File: src/design/lsfd_pkg.sv
// ----------------------------------------------------------------------------
// lsfd_pkg
// Shared types, constants and arithmetic helpers for the landing sensor
// frame decoder.
// ----------------------------------------------------------------------------
package lsfd_pkg;

  localparam int LSFD_FRAME_BYTES = 18;
  localparam int LSFD_STORE_BYTES = LSFD_FRAME_BYTES - 1;
  localparam int LSFD_IDX_W       = 5;
  localparam int LSFD_QUEUE_DEPTH = 2;

  localparam int LSFD_CFG_IDX_W  = 1;
  localparam int LSFD_CFG_DATA_W = 16;

  localparam logic [LSFD_CFG_IDX_W-1:0] CFG_GAIN_X = 1'd0;
  localparam logic [LSFD_CFG_IDX_W-1:0] CFG_GAIN_Y = 1'd1;

  localparam logic [15:0] GAIN_RESET = 16'd256;

  // One decoded frame (or failure event) on its way to the scaling stages.
  typedef struct packed {
    logic        frame_ok;
    logic [15:0] sensor_id;
    logic [15:0] status_word;
    logic [15:0] raw_pos_x;
    logic [15:0] raw_pos_y;
    logic [15:0] pos_z;
    logic [15:0] raw_vel_x;
    logic [15:0] raw_vel_y;
    logic [7:0]  snr;
    logic [7:0]  cl;
    logic [7:0]  sl;
    logic [15:0] failure_count;
  } frame_rec_t;

  // Round to nearest (halves up) after Q8.8 product, then clamp to 16 bits.
  function automatic logic [15:0] round_sat(input logic signed [31:0] p);
    logic signed [32:0] r;
    logic signed [24:0] q;
    logic [15:0]        res;
    r = {p[31], p} + 33'sd128;
    q = r[32:8];
    if (q > 25'sd32767) begin
      res = 16'h7FFF;
    end else if (q < -25'sd32768) begin
      res = 16'h8000;
    end else begin
      res = q[15:0];
    end
    return res;
  endfunction

endpackage

File: src/design/lsfd_front.sv
// ----------------------------------------------------------------------------
// lsfd_front
// Byte intake: assembles the frame, keeps the running sum and the failure
// counter, and emits one record per frame end or transfer error.
// ----------------------------------------------------------------------------
module lsfd_front
  import lsfd_pkg::*;
(
  input  logic       clk,
  input  logic       rst,
  input  logic       in_valid,
  output logic       in_stall,
  input  logic       func,
  input  logic [7:0] data_byte,
  input  logic       frame_start,
  input  logic       q_full,
  output logic       push,
  output frame_rec_t push_rec
);

  logic [LSFD_IDX_W-1:0] byte_index;
  logic [LSFD_IDX_W-1:0] byte_index_next;
  logic [7:0]            running_sum;
  logic [7:0]            running_sum_next;
  logic [15:0]           failures;
  logic [15:0]           failures_next;
  logic [7:0]            frame_store [LSFD_STORE_BYTES];

  logic                  accept;
  logic [LSFD_IDX_W-1:0] idx;
  logic [7:0]            sum;
  logic [15:0]           fail_bumped;
  logic                  store_we;

  assign in_stall    = q_full;
  assign accept      = in_valid && !in_stall;
  assign idx         = frame_start ? '0 : byte_index;
  assign sum         = frame_start ? 8'd0 : running_sum;
  assign fail_bumped = (failures == 16'hFFFF) ? failures : failures + 16'd1;

  always_comb begin
    byte_index_next  = byte_index;
    running_sum_next = running_sum;
    failures_next    = failures;
    store_we         = 1'b0;
    push             = 1'b0;
    push_rec         = '0;
    if (accept) begin
      if (func) begin
        // transfer error: drop the frame in progress and go idle
        failures_next          = fail_bumped;
        byte_index_next        = LSFD_IDX_W'(LSFD_FRAME_BYTES);
        push                   = 1'b1;
        push_rec.failure_count = fail_bumped;
      end else if (idx < LSFD_IDX_W'(LSFD_STORE_BYTES)) begin
        store_we         = 1'b1;
        running_sum_next = sum + data_byte;
        byte_index_next  = idx + 1'b1;
      end else if (idx == LSFD_IDX_W'(LSFD_STORE_BYTES)) begin
        byte_index_next = LSFD_IDX_W'(LSFD_FRAME_BYTES);
        push            = 1'b1;
        if (data_byte != sum) begin
          failures_next          = fail_bumped;
          push_rec.failure_count = fail_bumped;
        end else begin
          push_rec.frame_ok      = 1'b1;
          push_rec.sensor_id     = {frame_store[1], frame_store[0]};
          push_rec.status_word   = {frame_store[3], frame_store[2]};
          push_rec.raw_pos_y     = {frame_store[5], frame_store[4]};
          push_rec.raw_pos_x     = {frame_store[7], frame_store[6]};
          push_rec.pos_z         = {frame_store[9], frame_store[8]};
          push_rec.raw_vel_y     = {frame_store[11], frame_store[10]};
          push_rec.raw_vel_x     = {frame_store[13], frame_store[12]};
          push_rec.snr           = frame_store[14];
          push_rec.cl            = frame_store[15];
          push_rec.sl            = frame_store[16];
          push_rec.failure_count = failures;
        end
      end
    end
  end

  always_ff @(posedge clk) begin
    if (rst) begin
      byte_index  <= '0;
      running_sum <= '0;
      failures    <= '0;
    end else begin
      byte_index  <= byte_index_next;
      running_sum <= running_sum_next;
      failures    <= failures_next;
    end
  end

  always_ff @(posedge clk) begin
    if (store_we) begin
      frame_store[idx] <= data_byte;
    end
  end

`ifndef SYNTH
  a_index_range: assert property (@(posedge clk) disable iff (rst)
    byte_index <= LSFD_IDX_W'(LSFD_FRAME_BYTES))
    else $error("frame byte index out of range");

  a_fail_monotonic: assert property (@(posedge clk) disable iff (rst)
    !$past(rst) |-> failures >= $past(failures))
    else $error("failure counter went down");

  a_fail_push: assert property (@(posedge clk) disable iff (rst)
    accept && func |-> push && !push_rec.frame_ok)
    else $error("transfer error did not produce a failure record");
`endif

endmodule

File: src/design/lsfd_queue.sv
// ----------------------------------------------------------------------------
// lsfd_queue
// Small record FIFO between frame intake and the scaling pipeline.
// ----------------------------------------------------------------------------
module lsfd_queue
  import lsfd_pkg::*;
#(
  parameter int DEPTH = LSFD_QUEUE_DEPTH
) (
  input  logic       clk,
  input  logic       rst,
  input  logic       push,
  input  frame_rec_t push_rec,
  output logic       full,
  input  logic       pop,
  output logic       head_valid,
  output frame_rec_t head
);

  localparam int PTR_W = (DEPTH > 1) ? $clog2(DEPTH) : 1;
  localparam int CNT_W = $clog2(DEPTH + 1);

  frame_rec_t       entries [DEPTH];
  logic [PTR_W-1:0] wr_ptr;
  logic [PTR_W-1:0] rd_ptr;
  logic [CNT_W-1:0] count;
  logic             do_pop;

  assign full       = (count == CNT_W'(DEPTH));
  assign head_valid = (count != '0);
  assign head       = entries[rd_ptr];
  assign do_pop     = pop && head_valid;

  always_ff @(posedge clk) begin
    if (rst) begin
      wr_ptr <= '0;
      rd_ptr <= '0;
      count  <= '0;
    end else begin
      if (push) begin
        wr_ptr <= (wr_ptr == PTR_W'(DEPTH - 1)) ? '0 : wr_ptr + 1'b1;
      end
      if (do_pop) begin
        rd_ptr <= (rd_ptr == PTR_W'(DEPTH - 1)) ? '0 : rd_ptr + 1'b1;
      end
      if (push && !do_pop) begin
        count <= count + 1'b1;
      end else if (!push && do_pop) begin
        count <= count - 1'b1;
      end
    end
  end

  always_ff @(posedge clk) begin
    if (push) begin
      entries[wr_ptr] <= push_rec;
    end
  end

`ifndef SYNTH
  a_no_overflow: assert property (@(posedge clk) disable iff (rst)
    push |-> !full)
    else $error("record pushed into full queue");

  a_count_bound: assert property (@(posedge clk) disable iff (rst)
    count <= CNT_W'(DEPTH))
    else $error("queue count beyond depth");
`endif

endmodule

File: src/design/lsfd_back.sv
// ----------------------------------------------------------------------------
// lsfd_back
// Gain registers and two-stage scaling pipeline: multiply, then round,
// clamp and hold in the output register.
// ----------------------------------------------------------------------------
module lsfd_back
  import lsfd_pkg::*;
(
  input  logic                      clk,
  input  logic                      rst,
  input  logic                      cfg_write,
  input  logic [LSFD_CFG_IDX_W-1:0] cfg_index,
  input  logic [LSFD_CFG_DATA_W-1:0] cfg_data,
  input  logic                      head_valid,
  input  frame_rec_t                head,
  output logic                      pop,
  output logic                      out_valid,
  input  logic                      out_stall,
  output frame_rec_t                out_rec
);

  logic [15:0]        gain_x;
  logic [15:0]        gain_y;

  logic               adv;
  logic               s1_valid;
  frame_rec_t         s1_rec;
  frame_rec_t         out_rec_next;
  logic signed [31:0] prod_pos_x;
  logic signed [31:0] prod_pos_y;
  logic signed [31:0] prod_vel_x;
  logic signed [31:0] prod_vel_y;

  // the whole pipeline advances together whenever the output can move
  assign adv = !out_valid || !out_stall;
  assign pop = adv && head_valid;

  always_ff @(posedge clk) begin
    if (rst) begin
      gain_x <= GAIN_RESET;
      gain_y <= GAIN_RESET;
    end else if (cfg_write) begin
      case (cfg_index)
        CFG_GAIN_X: gain_x <= cfg_data;
        CFG_GAIN_Y: gain_y <= cfg_data;
        default: ;
      endcase
    end
  end

  always_ff @(posedge clk) begin
    if (rst) begin
      s1_valid  <= 1'b0;
      out_valid <= 1'b0;
    end else if (adv) begin
      s1_valid  <= head_valid;
      out_valid <= s1_valid;
    end
  end

  always_comb begin
    out_rec_next           = s1_rec;
    out_rec_next.raw_pos_x = round_sat(prod_pos_x);
    out_rec_next.raw_pos_y = round_sat(prod_pos_y);
    out_rec_next.raw_vel_x = round_sat(prod_vel_x);
    out_rec_next.raw_vel_y = round_sat(prod_vel_y);
  end

  always_ff @(posedge clk) begin
    if (adv) begin
      s1_rec     <= head;
      prod_pos_x <= $signed(head.raw_pos_x) * $signed(gain_x);
      prod_pos_y <= $signed(head.raw_pos_y) * $signed(gain_y);
      prod_vel_x <= $signed(head.raw_vel_x) * $signed(gain_x);
      prod_vel_y <= $signed(head.raw_vel_y) * $signed(gain_y);
      out_rec    <= out_rec_next;
    end
  end

`ifndef SYNTH
  a_fail_zero: assert property (@(posedge clk) disable iff (rst)
    out_valid && !out_rec.frame_ok |->
      out_rec.raw_pos_x == 16'd0 && out_rec.raw_vel_y == 16'd0 &&
      out_rec.sensor_id == 16'd0 && out_rec.snr == 8'd0)
    else $error("failure result carries nonzero fields");

  a_pop_moves: assert property (@(posedge clk) disable iff (rst)
    pop |=> s1_valid)
    else $error("popped record did not enter the multiply stage");
`endif

endmodule

File: src/design/landing_sensor_frame_decoder.sv
// ----------------------------------------------------------------------------
// landing_sensor_frame_decoder
// Assembles 18-byte sensor frames, checks the additive checksum and outputs
// decoded, gain-scaled fields with a saturating failure count.
// ----------------------------------------------------------------------------
//   channel  handshake             payload
//   in       in_valid / in_stall   func, data_byte, frame_start
//   out      out_valid / out_stall frame_ok .. failure_count (12 fields)
//   cfg      cfg_write             cfg_index, cfg_data (gain_x, gain_y)
//
// One byte is taken per cycle; intake stalls only while the record queue
// is full. A frame's result passes through the queue entry, which is written
// on the edge that takes its last byte, then the multiply stage and then
// the round/clamp output register.
// rst is synchronous: index, sum and failure count clear, gains go to 1.0.
// out_stall freezes the output register and the multiply stage together while out_valid is high.
// ----------------------------------------------------------------------------
module landing_sensor_frame_decoder
  import lsfd_pkg::*;
#(
  parameter int QUEUE_DEPTH = LSFD_QUEUE_DEPTH
) (
  input  logic                       clk,
  input  logic                       rst,
  input  logic                       cfg_write,
  input  logic [LSFD_CFG_IDX_W-1:0]  cfg_index,
  input  logic [LSFD_CFG_DATA_W-1:0] cfg_data,
  input  logic                       in_valid,
  output logic                       in_stall,
  input  logic                       func,
  input  logic [7:0]                 data_byte,
  input  logic                       frame_start,
  output logic                       out_valid,
  input  logic                       out_stall,
  output logic                       frame_ok,
  output logic [15:0]                sensor_id,
  output logic [15:0]                status_word,
  output logic signed [15:0]         pos_x,
  output logic signed [15:0]         pos_y,
  output logic signed [15:0]         pos_z,
  output logic signed [15:0]         vel_x,
  output logic signed [15:0]         vel_y,
  output logic [7:0]                 snr,
  output logic [7:0]                 cl,
  output logic [7:0]                 sl,
  output logic [15:0]                failure_count
);

  logic       q_full;
  logic       push;
  frame_rec_t push_rec;
  logic       pop;
  logic       head_valid;
  frame_rec_t head;
  frame_rec_t out_rec;

  lsfd_front u_front (
    .clk         (clk),
    .rst         (rst),
    .in_valid    (in_valid),
    .in_stall    (in_stall),
    .func        (func),
    .data_byte   (data_byte),
    .frame_start (frame_start),
    .q_full      (q_full),
    .push        (push),
    .push_rec    (push_rec)
  );

  lsfd_queue #(
    .DEPTH (QUEUE_DEPTH)
  ) u_queue (
    .clk        (clk),
    .rst        (rst),
    .push       (push),
    .push_rec   (push_rec),
    .full       (q_full),
    .pop        (pop),
    .head_valid (head_valid),
    .head       (head)
  );

  lsfd_back u_back (
    .clk        (clk),
    .rst        (rst),
    .cfg_write  (cfg_write),
    .cfg_index  (cfg_index),
    .cfg_data   (cfg_data),
    .head_valid (head_valid),
    .head       (head),
    .pop        (pop),
    .out_valid  (out_valid),
    .out_stall  (out_stall),
    .out_rec    (out_rec)
  );

  assign frame_ok      = out_rec.frame_ok;
  assign sensor_id     = out_rec.sensor_id;
  assign status_word   = out_rec.status_word;
  assign pos_x         = out_rec.raw_pos_x;
  assign pos_y         = out_rec.raw_pos_y;
  assign pos_z         = out_rec.pos_z;
  assign vel_x         = out_rec.raw_vel_x;
  assign vel_y         = out_rec.raw_vel_y;
  assign snr           = out_rec.snr;
  assign cl            = out_rec.cl;
  assign sl            = out_rec.sl;
  assign failure_count = out_rec.failure_count;

endmodule
File: config.mk
export PLATFORM = sky130hd
export DESIGN_NAME = landing_sensor_frame_decoder
export DESIGN_NICKNAME = d
export VERILOG_FILES = /design/src/design/lsfd_pkg.sv /design/src/design/lsfd_front.sv /design/src/design/lsfd_queue.sv /design/src/design/lsfd_back.sv /design/src/design/landing_sensor_frame_decoder.sv
export SDC_FILE = /design/constraint.sdc
export NUM_CORES = 2
export LEC_CHECK = 0
export ABC_AREA = 1
export BUFFER_PORTS_ARGS = -buffer_cell sky130_fd_sc_hd__buf_2
export CAP_MARGIN = 20
export CORE_MARGIN = 1
export CORE_UTILIZATION = 60
export CTS_BUF_LIST = sky130_fd_sc_hd__clkbuf_4
export CTS_CLUSTER_DIAMETER = 200
export DETAILED_ROUTE_END_ITERATION = 6
export PLACE_DENSITY = 0.87
export REMOVE_ABC_BUFFERS = 1
export SYNTH_ARGS = -nofsm -noshare
export SYNTH_HDL_FRONTEND = slang
export SYNTH_HIERARCHICAL = 1
export SYNTH_SLANG_ARGS = --single-unit
File: constraint.sdc
create_clock -name clk -period 9.9 [get_ports clk]
set_input_delay 0.99 -clock clk [delete_from_list [all_inputs] [get_ports clk]]
set_output_delay 0.99 -clock clk [all_outputs]
set_load 0.01 [all_outputs]
### After elaboration in Yosys (flattened, before gate mapping)

Memory sizes are Yosys's and may differ from the RTL's. A register that Yosys moved wholly into a read port is not among the register bits.
Cells that the tools add are included.

* flip-flop bits (word level): 437
* RAM bits: 442
* bits of input ports: 32
* output and inout port bits: 155
* memories kept: 2

Memory list
* u_queue.entries: depth 2, width 153, read ports 1, clocked after Yosys merged registers in 1, write ports 1, line lsfd_queue.sv:23 `frame_rec_t entries [DEPTH];`
* u_front.frame_store: depth 17, width 8, read ports 17, clocked after Yosys merged registers in 0, write ports 1, line lsfd_front.sv:27 `logic [7:0] frame_store [LSFD_STORE_BYTES];`

* add/sub/neg operators: 11
* multipliers: 4
* magnitude comparators: 9
* equality and inequality tests: 5
* mux-type cells: 37
* bitwise operators: 2
* reduce and logical (&&, ||, !) cells: 20

Operators with widths (number)
* 2-to-1 mux 153 bit: 3
* 2-to-1 mux 137 bit: 2
* 2-to-1 mux 16 bit: 10
* adder 32 x 9 -> 33 bit (second input constant): 4
* multiplier 16 x 16 -> 32 bit: 4
* greater-than comparator 25 x 16 -> 1 bit (second input constant): 4
* < comparator 25 x 16 -> 1 bit (second input constant): 4
* 2-to-1 mux 5 bit: 4
* adder 16 x 1 -> 16 bit (second input constant): 1
* == test 16 bit (second input constant): 1
* 2-to-1 mux 1 bit: 15
* adder 8 bit: 1
* 2-to-1 mux 8 bit: 1
* != test 8 bit: 1
* AND reduction 2 bit: 3
* AND reduction 3 bit: 2
* nonzero test 2 bit: 3
* adder 5 x 1 -> 5 bit (second input constant): 1
* == test 5 bit (second input constant): 1
* logical AND 1 bit: 5
* zero test 1 bit: 5
* < comparator 5 bit (second input constant): 1
* 2-to-1 mux 2 bit: 2
* nonzero test 3 bit: 1
* other kinds (7): 9

### Logic depth before layout (Yosys ltp)

* depth after elaboration: 10
* depth in mapped cells: 32
* gate-level depth less buffers: 28

### By module

Netlist, hierarchy kept.

By module, submodules not included
* lsfd_back: instances 1, cells each 6632, area an instance 56243.9 um2, seq. area each 10950.5 um2
* lsfd_queue: instances 1, cells each 511, area an instance 11547.3 um2, seq. area each 9288.9 um2
* lsfd_front: instances 1, cells each 820, area an instance 8752.1 um2, seq. area each 4664.5 um2

### Worst setup path before layout

Ideal clock, no wire load.

* path type: input to register
* start point: input port out_stall
* end point: register u_queue.count[1]
* arrival time: 9.525 ns
* data required time: 9.836 ns
* setup slack: 0.311 ns
* cell stages on the path: 10
* buffers on the path: 0
* cells stage by stage: nand2_1 > nand2_1 > inv_1 > nand2_1 > ha_1 > inv_1 > nand3_1 > nand2_1 > inv_1 > nor2_1

* longest elaborated chain between the ends: 7

RTL lines
* from (decl): line landing_sensor_frame_decoder.sv:34 `input logic out_stall,`
* zero test 1 bit *: line lsfd_back.sv:35 `assign adv = !out_valid || !out_stall;`
* logical OR 1 bit *: line lsfd_back.sv:35
* logical AND 1 bit *: line lsfd_back.sv:36 `assign pop = adv && head_valid;`
* net pop: line landing_sensor_frame_decoder.sv:52 `logic pop;`
* logical AND 1 bit *: line lsfd_queue.sv:32 `assign do_pop = pop && head_valid;`
* zero test 1 bit: line lsfd_queue.sv:46 `if (push && !do_pop) begin`
* logical AND 1 bit: line lsfd_queue.sv:46
* 2-to-1 mux 2 bit or nonzero test 2 bit (tied branches)
* to (signal assigned): line lsfd_queue.sv:47 `count <= count + 1'b1;`
* to (signal assigned): line lsfd_queue.sv:49 `count <= count - 1'b1;`
* to (decl): line lsfd_queue.sv:26 `logic [CNT_W-1:0] count;`

The timed path passes the listed nets; every way through them passes the cells marked *.
A chain may end at the register's enable or synchronous reset.

==> out/results.tsv <==
stage	metric	value	unit
floorplanning	Initial Util	60.7	%
floorplanning	Die X	359	um
global_route	largest net degree at the start of global routing	147	
critical_path	Critical Path Source Type	register	
synth	ys flop type	edfxtp_1	
synth	post-synthesis compound-gate area fraction	2.80	%
detailed_routing	Antenna Nets Post-Route	0	
synth	post-synthesis sequential area ratio	32.5	%
timing	Final Critical Period	7.46	ns
synth	post-synth top area share	30.8	%
synth	flops & latches, synth	852	
final_layout	area grow syn2layout	6.39	%
clocking	clk root buf	clkbuf_4	
global_route	GR Overflow Total	0	
detailed_routing	post-detailed-route wirelength per cell	18.0	um
critical_path	worst-path fanout max	51	
clocking	Num CTS Buffers	210	
clocking	worst-skew pair later-pin latency	1.22	ns
synth	mux cell area share after synthesis	2.59	%
synth	ranking of synthesized cells by area	edfxtp_1 (31%), fa_1 (27%), inv_1 (10%)	
synth	Mapped Cells	7963	
global_route	GRT Total Usage	28.4	%
clocking	# clock sinks	852	
job	Max Cap Viol	0	
synth	syn avg cell area	9.61	um2
min_path	Hold Path Class	input pin to register	
clocking	htree depth	4	
critical_path	Crit Path Class	register to register	
min_path	Hold EP	u_back/gain_x[3]	
run_status	status	complete, no violations	
timing	Final period util	75.3	%
final_layout	Nets	9529	
placement	placed cell count	9555	
critical_path	worst path cell trace	buf_12 -> mux2_4 -> nand2_1 -> inv_1 -> fa_1 -> inv_1 -> fa_1 -> fa_1 -> fa_1 -> inv_1 -> fa_1 -> fa_1 -> ha_1 -> nand2_1 -> nor2_1 -> inv_1 -> nor3_1 -> nor2_1 -> o21ai_0 -> nand2_1 -> nand3_1 -> nand2_1	
placement	Placer Congestion	0.928	
final_layout	fin cells	9948	
synth	XOR/XNOR share of the synthesized area	2.07	%
critical_path	most frequent CP cell	fa_1	
min_path	Worst Hold Depth	3	
final_layout	share of post-route cells with drive strength above 1	11.0	%
detailed_routing	DRC Markers	0	
detailed_routing	Via Count	53500	
synth	Post-Syn Area	76500	um2
min_path	HP Start	cfg_data[3]	
detailed_routing	total detailed-routing wirelength	179000	um
synth	EDFF count, synth	784	
global_route	initial antenna violation count	7	
timing	final setup vio count	0	
timing	relative slew slack	26.5	%
synth	most instantiated cells after synthesis	inv_1 (2077), nand2_1 (1753), fa_1 (1045), edfxtp_1 (784), nor2_1 (467)	
floorplanning	Top Ports	187	
clocking	clock slew at reported path FFs	0.08	ns
critical_path	Arrival @ worst endpoint	8.41	ns
global_route	vias in the first global route	58000	
synth	most frequent cell after synthesis	inv_1	
critical_path	R2R cell count	22	
critical_path	WP data required	10.86	ns
placement	Detailed Place HPWL	133000	um
placement	port buffer count	186	
timing	fmax	134	MHz
critical_path	CP endpoint kind	register	
timing	RSZ-0062 raised after global routing	no	
detailed_routing	vias per cell	5.38	
critical_path	FF-to-FF setup slack	2.44	ns
critical_path	end of the worst register-to-register path	u_back/prod_pos_y[20]	
clocking	CTS tree	yes	
synth	main combinational cell family by area after synthesis	adder cells	
critical_path	slowest CP cell	dfxtp_4	
floorplanning	CORE AREA	126000	um2
synth	total number of yosys warnings	6	
floorplanning	Rows	130	
synth	synth unique cells	55	
synth	Post-synth ARST share	0	%
floorplanning	DIE HEIGHT	359	um
timing	Slew Viols, Final	0	
detailed_routing	First-pass DRT Iterations	6	
synth	Simple-Gate Fraction of Synth Area	15.1	%
timing	Final Hold Fails	0	
floorplanning	die area	129000	um2
critical_path	max incr delay on CP	0.95	ns
detailed_routing	initial DRC count	4734	
synth	Synth Area in Adders	32.8	%
timing	Final Skew	0.0919	ns
clocking	Clock Path Buffers	3	
global_route	first-pass GRT wire length	292000	um
timing	Slew @ Worst Pin	1.10	ns
synth	cell taking the most area after synthesis	edfxtp_1	
[cell usage in the layout, fill, tap and decap left out, drive strengths merged, types with 22 or more instances in the layout]
master,instances
dfxtp,68
fa,1045
a31oi,27
mux2,153
xnor2,57
o21ai,128
xor2,124
clkinv,77
ha,333
a21oi,148
edfxtp,784
inv,2092
a21o,22
nor2,586
nand4,44
clkbuf,293
buf,230
nand2,1780
nand3,158
nor3,44
[cells by family (layout without fill, tap and decap cells)]
| logic type | after synthesis | count (layout) |
|---|---|---|
| buf+inv | 2371 | 2699 |
| mux | 153 | 153 |
| flops | 852 | 852 |
| other cells | 0 | 7 |
| simple gates | 2652 | 2652 |
| fa+ha+maj | 1378 | 1378 |
| xor+xnor | 181 | 181 |
| compound gates | 376 | 376 |
[how the worst max path moves through the flow]
stage | start | end | slack, ns
after floorplan | register | u_back/prod_vel_y[29] | -0.56
after global placement | register | u_back/prod_pos_y[20] | 2.67
after detailed placement | register | u_back/prod_pos_y[28] | 2.57
after CTS | register | u_back/prod_pos_y[28] | 2.57
after global routing | register | u_back/prod_pos_y[20] | 2.10
final | register | u_back/prod_pos_y[20] | 2.44
[metal layers]
layer	track usage [%]	up-vias	share of wire (%)
met5	0	-	0.015
met4	11.5	4	3.5
met3	6.21	560	8.9
met2	47.6	2531	49
met1	35.9	26200	38
li1	-	24200	-
[worst max-delay path: cells and delay by family (launching register included)]
kind	cells	cell delay (ns)
buffers and inverters	5	0.62
flip-flops	1	0.95
multiplexers	1	0.43
AO/OA/AOI/OAI	1	0.37
adder cells (fa/ha/maj)	7	3.30
AND/OR/NAND/NOR	8	1.49
[through the flow]
stage	setup slack, ns	area, um2	utilization (%)	setup TNS, ns	hold WS, ns
after floorplan	-0.558	75100	-	-15.06	0.400
after global placement	2.67	78500	62.3	0	0.402
after detailed placement	2.57	78500	62.3	0	0.405
after CTS	2.57	81400	64.6	0	0.0195
after global routing	2.10	81400	64.6	0	0.0901
final	2.44	81400	64.6	0	0.150
[sequential cells by signal, summed over array words and instances (netlist names), named ones only]
signal / flops
u_queue/entries: 306
u_back/out_rec: 153
u_front/running_sum: 8
u_back/out_rec_next: 89
u_back/gain_y: 16
u_back/out_valid: 1
u_back/s1_valid: 1
u_back/prod_pos_x: 25
u_queue/wr_ptr: 1
u_back/prod_vel_y: 25
u_front/byte_index: 5
u_back/prod_pos_y: 25
u_front/failures: 16
u_front/frame_store: 136
u_back/prod_vel_x: 25
u_back/gain_x: 16
u_queue/count: 2
u_queue/rd_ptr: 1
[area by class of cell]
cell class	instances	area (um2)
Fill cell	9323	44600
Multi-Input combinational cell	4740	42400
Sequential cell	852	24900
Inverter	2084	7840
Clock buffer	293	2200
Tap cell	1650	2060
Timing Repair Buffer	231	1350
Clock inverter	91	671
Antenna cell	7	17.5
[repair_timing]
action                     in CTS  in global routing
gates resized for setup         0                  0
setup buffers                   0                  0
setup endpoints to repair       0                  0
hold endpoints to repair        1                  0
hold buffers                    1                  0
Power is not shown: default switching activity piles up to over one toggle a cycle in this logic, so the estimate is an artifact.
